--- src/rtl/dbir_pkg.sv ---
// Shared constants and types for the depth bin index range table.
package dbir_pkg;

  localparam int NUM_BINS_DEF = 1024;

  localparam int OP_W    = 2;
  localparam int IDX_W   = 16;
  localparam int DEPTH_W = 24;
  localparam int MAG_W   = 23;
  localparam int ADDR_W  = 10;
  localparam int BIN_W   = 32;
  localparam int CNT_W   = 5;

  localparam logic [OP_W-1:0] OP_CLEAR  = 2'd0;
  localparam logic [OP_W-1:0] OP_INSERT = 2'd1;
  localparam logic [OP_W-1:0] OP_READ   = 2'd2;

  localparam logic [BIN_W-1:0] EMPTY_BIN       = 32'hFFFF_0000;
  localparam logic [MAG_W-1:0] BIN_DEPTH_RESET = 23'd256;

  typedef struct packed {
    logic             start;
    logic [MAG_W-1:0] dividend;
    logic [MAG_W-1:0] divisor;
  } div_req_t;

  typedef struct packed {
    logic             done;
    logic [MAG_W-1:0] quotient;
  } div_rsp_t;

endpackage

--- src/rtl/dbir_div.sv ---
// Iterative restoring divider, one quotient bit per cycle.
module dbir_div (
  input  logic               clk,
  input  logic               rst_n,
  input  dbir_pkg::div_req_t req,
  output dbir_pkg::div_rsp_t rsp
);

  localparam int MW = dbir_pkg::MAG_W;

  logic [MW-1:0]              rem_r, rem_nxt;
  logic [MW-1:0]              quo_r, quo_nxt;
  logic [MW-1:0]              dvs_r, dvs_nxt;
  logic [dbir_pkg::CNT_W-1:0] cnt_r, cnt_nxt;
  logic                       busy_r, busy_nxt;
  logic                       done_r, done_nxt;
  logic [MW:0]                shifted;
  logic [MW+1:0]              diff;

  always_comb begin
    shifted  = {rem_r, quo_r[MW-1]};
    diff     = {1'b0, shifted} - {2'b00, dvs_r};
    rem_nxt  = rem_r;
    quo_nxt  = quo_r;
    dvs_nxt  = dvs_r;
    cnt_nxt  = cnt_r;
    busy_nxt = busy_r;
    done_nxt = 1'b0;
    if (req.start) begin
      rem_nxt  = '0;
      quo_nxt  = req.dividend;
      dvs_nxt  = req.divisor;
      cnt_nxt  = dbir_pkg::CNT_W'(MW);
      busy_nxt = 1'b1;
    end else if (busy_r) begin
      if (!diff[MW+1]) begin
        rem_nxt = diff[MW-1:0];
        quo_nxt = {quo_r[MW-2:0], 1'b1};
      end else begin
        rem_nxt = shifted[MW-1:0];
        quo_nxt = {quo_r[MW-2:0], 1'b0};
      end
      cnt_nxt = cnt_r - 1'b1;
      if (cnt_r == dbir_pkg::CNT_W'(1)) begin
        busy_nxt = 1'b0;
        done_nxt = 1'b1;
      end
    end
  end

  always_ff @(posedge clk) begin
    if (!rst_n) begin
      busy_r <= 1'b0;
      done_r <= 1'b0;
    end else begin
      busy_r <= busy_nxt;
      done_r <= done_nxt;
    end
    rem_r <= rem_nxt;
    quo_r <= quo_nxt;
    dvs_r <= dvs_nxt;
    cnt_r <= cnt_nxt;
  end

  assign rsp.done     = done_r;
  assign rsp.quotient = quo_r;

  a_done_after_busy: assert property (@(posedge clk) disable iff (!rst_n)
    done_r |-> $past(busy_r))
    else $error("divider done without a running division");

  a_no_start_when_busy: assert property (@(posedge clk) disable iff (!rst_n)
    busy_r |-> !req.start)
    else $error("divider restarted mid-division");

  a_busy_drops_with_done: assert property (@(posedge clk) disable iff (!rst_n)
    $fell(busy_r) |-> done_r)
    else $error("divider stopped without done");

endmodule

--- config.mk ---
export PLATFORM = sky130hd
export DESIGN_NAME = dbir_div
export DESIGN_NICKNAME = d
export VERILOG_FILES = /design/src/rtl/dbir_pkg.sv /design/src/rtl/dbir_div.sv
export SDC_FILE = /design/constraint.sdc
export NUM_CORES = 1
export LEC_CHECK = 0
export ABC_AREA = 1
export BUFFER_PORTS_ARGS = -buffer_cell sky130_fd_sc_hd__buf_2
export CORE_MARGIN = 4
export CORE_UTILIZATION = 25
export CTS_CLUSTER_DIAMETER = 40
export DETAILED_ROUTE_END_ITERATION = 10
export PLACE_DENSITY = 0.51
export REMOVE_ABC_BUFFERS = 1
export SYNTH_ARGS = -nofsm -noshare
export SYNTH_HDL_FRONTEND = slang
export SYNTH_SLANG_ARGS = --single-unit
--- constraint.sdc ---
create_clock -name clk -period 4.4 [get_ports clk]
set_clock_uncertainty 0.1 [all_clocks]
set_input_delay 0.22 -clock clk [delete_from_list [all_inputs] [get_ports clk]]
set_output_delay 0.22 -clock clk [all_outputs]
set_load 0.005 [all_outputs]
Word-level counts from Yosys, hierarchy flattened
Cells that the tools add are included.
Widths: inputs -> output; s select.
{ "word_totals": {"reg_bits": 76, "latch_bits": 0, "mem_bits_rw": 0, "mem_bits_ro": 0, "out_inout_bits": 24, "wordCells": 21, "mem_count": 0} }
{ "op_classes": {"n_addsub": 2, "multipliers": 0, "div_mod_pow": 0, "n_lt_le_gt_ge": 0, "n_eq_ne": 1, "n_shift": 0, "muxes": 8, "n_bitwise": 2, "n_reduce_logical": 2} }
{ "ops": {"columns": ["op", "n"], "rows": [
  ["$mux 23", 3],
  ["$sub 24x23->25", 1],
  ["$eq 5x1->1 const B", 1],
  ["$mux 1", 5],
  ["$sub 5x1->5 const B", 1],
  ["$reduce_or 3->1", 1],
  ["$not 1->1", 2],
  ["$reduce_bool 2->1", 1]
]} }

Depth between registers and ports, before layout
{ "depth": {"depth_word": 4, "mapped_depth": 15, "mapped_depth_nobuf": 14} }

Worst setup path after synthesis
Ideal clock, no wire load.
{ "synth_path": {"path_kind": "register to register", "from": "register quo_r[22]", "to": "register rem_r[10]", "setup_time_ns": 0.146, "arrival_time_ns": 1.851, "t_required_ns": 4.154, "path_slack_ns": 2.304, "stages_incl_launch_ff": 15, "period_less_slack_ns": 2.096, "path_cell_list": "edfxtp_1 -> inv_1 -> ha_1 -> fa_1 -> inv_1 -> nand2_1 -> nand2_1 -> nand3_1 -> nand2_2 -> nand2_2 -> nand3_4 -> buf_6 -> nand2_1 -> nand3_1 -> o21ai_1"} }
{ "synth_via": {"elab_chain_len": 2} }
{ "synth_rtl": {"columns": ["element", "line_no", "source"], "rows": [
  ["start, declared", "dbir_div.sv:12", "logic [MW-1:0] quo_r, quo_nxt;"],
  ["start signal, assigned", "dbir_div.sv:60", "quo_r <= quo_nxt;"],
  ["$sub 24x23->25", "dbir_div.sv:22", "diff = {1'b0, shifted} - {2'b00, dvs_r};"],
  ["$mux 23", "dbir_div.sv:36", "if (!diff[MW+1]) begin"],
  ["end signal, assigned", "dbir_div.sv:59", "rem_r <= rem_nxt;"],
  ["end, declared", "dbir_div.sv:11", "logic [MW-1:0] rem_r, rem_nxt;"]
]} }
No other way between the ends.
A chain may end at the register's enable or synchronous reset.

Worst setup path after layout
{ "layout_path": {"from": "register quo_r[22]", "to": "register rem_r[16]"} }
The elaborated chain is that of the path after synthesis.

==> reports/metrics.cfg <==
[run_status]
status=complete, no violations

[placement]
dp_hpwl_mm=9.348
io_buffers=72
place_area_sq_um=5579
gp_routability_congestion=0.8684

[timing]
relSlewSlack_pct=47.16
slew_viol_final=0
period_needed_ns=2.723
setup_tns_ns=0
post-route-period-util_pct=61.88
hold_viol_final=0
max_clock_freq_mhz=367.3
rsz0062_at_grt=no
worst_slew_pin_slew_ns=0.7918
setup_viol=0

[synthesis]
ys_seq_elements=76
yosys_warnings=0
synthMuxAreaShare_pct=0
synthSimpleGateAreaFrac_pct=35.59
synth_compound_area_share_pct=2.814
syn_inst=725
synthAdderAreaFrac_pct=6.743
synth_top_family_by_area=simple AND/OR/NAND/NOR gates
synth_cell_types=33
yosysSeqAreaShare_pct=40.15
syn_area_sq_um=4936
synth_xor_area_share_pct=1.242
synth.avg_cell_area_sq_um=6.808

[global_route]
grt-ovfl-total=0
grt_first_pass_wirelength_mm=21.30
track_usage_pct=12.13
grt_pass1_vias=4286
antenna_found_initial=0
grt_max_degree=53

[routing]
met1_length_mm=6.294
drtAntennaViolNets=0
drc=0
met3_length_microns=539
firstDrtPassIters=4
viasPerCell=4.079
num_vias=4442
routedWlPerCell_microns=11.78
met2_length_mm=5.830
drt_iter0_markers=231
highest_layer=met4
drt-total-wl_mm=12.83

[cells_and_area]
final_cell_mix=nand2_1, inv_1, buf_2
n_fill_cell=2169
syn_to_final_growth_pct=23.30
diodes=0
layout.nets=894
final_common_cell=nand2_1
fin_area_sq_um=6086
drive_above_1_share_pct=12.74

[cts]
cts_tree=built
clk_latency_ns=0.34
post-cts-setup-buffers=0
cts_made_buffers=9
clk_pin_slew_ns=0.06
cts_buffer_depth=2
h-tree-depth=3
clock-sinks=76
cts-root-buf=clkbuf_16

[power_and_ir_drop]
p_leak_nw=3.211
powerDensity_nw_per_um2=287.6
ir_drop_v=0.0001773

[floorplanning]
fp.dieH_microns=148.5
die_w_microns=148.5
die_area_sq_um=22060
rows=51
core_sq_um=19460
pin_count=73
initial_core_util_pct=25.36

[worst_setup_path]
worstSetupEndpointType=flop
crit_fanout=27
start_kind=flop
worstSetupPathType=reg -> reg
worstPathRequired_ns=4.53
ff2ff_path_depth=13
worstPathArrival_ns=2.86

[worst_hold_path]
min_path_cells=3
holdCritPathClass=in -> reg

[run]
maxCapViolCount=0

==> worst max-delay path, cell delays in order, from the launching register on <==
cell and delay [ns]:
edfxtp_1 0.34, inv_1 0.06, ha_1 0.22, fa_1 0.41, inv_1 0.12, nand2_1 0.06
nand2_1 0.07, nand3_1 0.08, nand2_2 0.12, nand2_2 0.33, nand3_4 0.44, nand3_1 0.12
nand3_1 0.08, nand2_1 0.06
==> through the flow <==
stage / utilization, % / hold slack (ns) / instances / total power [mW] / setup slack, ns
after floorplan: - / 0.1993 / 707 / 0.9597 / 2.069
after global placement: 28.67 / 0.2979 / 1050 / 1.056 / 1.716
after detailed placement: 28.67 / 0.2981 / 1050 / 1.055 / 1.662
after CTS: 31.27 / 0.002027 / 1089 / 1.787 / 1.644
after global routing: 31.27 / 0.02601 / 1089 / 1.852 / 1.335
final: 31.27 / 0.01856 / 1089 / 1.750 / 1.677
==> cells in the mapped netlist, drive strengths merged <==
master | count | area share [%]
nand4 | 25 | 3.2
nand3 | 50 | 5.3
buf | 11 | 1.4
nand3b | 2 | 0.30
nor3 | 4 | 0.41
o211ai | 1 | 0.15
and2 | 1 | 0.13
inv | 147 | 11
edfxtp | 46 | 28
xnor2 | 4 | 0.71
nor2 | 39 | 3.3
dfxtp | 30 | 12
a22oi | 1 | 0.15
o21ai | 11 | 1.1
clkbuf | 7 | 0.53
xor2 | 3 | 0.53
fa | 1 | 0.41
nor4 | 1 | 0.13
a21oi | 13 | 1.4
nand2 | 297 | 23
ha | 25 | 6.3
clkinv | 5 | 0.38
or2 | 1 | 0.13
==> registers in the layout, summed over array words and instances (netlist names) <==
register,cells
dvs_r,23
quo_r,23
rem_r,23
cnt_r,5
busy_r,1
done_r,1
==> worst paths after layout <==
kind,start,slack (ns),endpoint
setup reg to reg,quo_r[22]$_DFFE_PP_,1.68,rem_r[16]$_SDFFE_PP0P_
hold / removal,rst_n,0.02,done_r$_SDFF_PP0_
hold reg to reg,rem_r[22]$_SDFFE_PP0P_,0.37,rem_r[22]$_SDFFE_PP0P_
setup / recovery,quo_r[22]$_DFFE_PP_,1.68,rem_r[16]$_SDFFE_PP0P_
==> repair_timing <==
item	CTS	global route
resized for setup	0	0
endpoints found under the hold margin	23	0
hold buffers	23	0
==> area by class of cell <==
| type | instances | area (sq um) | area share, % |
|---|---|---|---|
| inverters | 152 | 570.5 | 9.375 |
| multi-input cells | 479 | 2290 | 37.62 |
| flip-flops and latches | 76 | 1982 | 32.57 |
| clock buffers | 9 | 225.2 | 3.701 |
| well taps | 265 | 331.6 | 5.448 |
| clock inverters | 7 | 51.30 | 0.8429 |
| repair buffers | 101 | 635.6 | 10.44 |
==> report_power, final <==
| group | total [mW] | switching [mW] | internal, mW |
|---|---|---|---|
| Combinational | 0.228 | 0.134 | 0.0936 |
| Clock | 0.699 | 0.314 | 0.385 |
| Sequential | 0.824 | 0.0187 | 0.805 |
| Total | 1.75 | 0.467 | 1.28 |
==> metal layers <==
metal  global-route usage (%)  vias up
met3                    2.316        9
met4                    4.018        0
met1                    16.46     1937
li1                         -     2421
met2                    19.46       75
met5                        0        -
==> cells by family (layout without fill, tap and decap cells) <==
logic type	after synthesis	after routing
fa+ha+maj	26	26
simple gates	420	420
flops	76	76
xor+xnor	7	7
buf+inv	170	269
compound gates	26	26
Power figures use the tool's default switching activity.
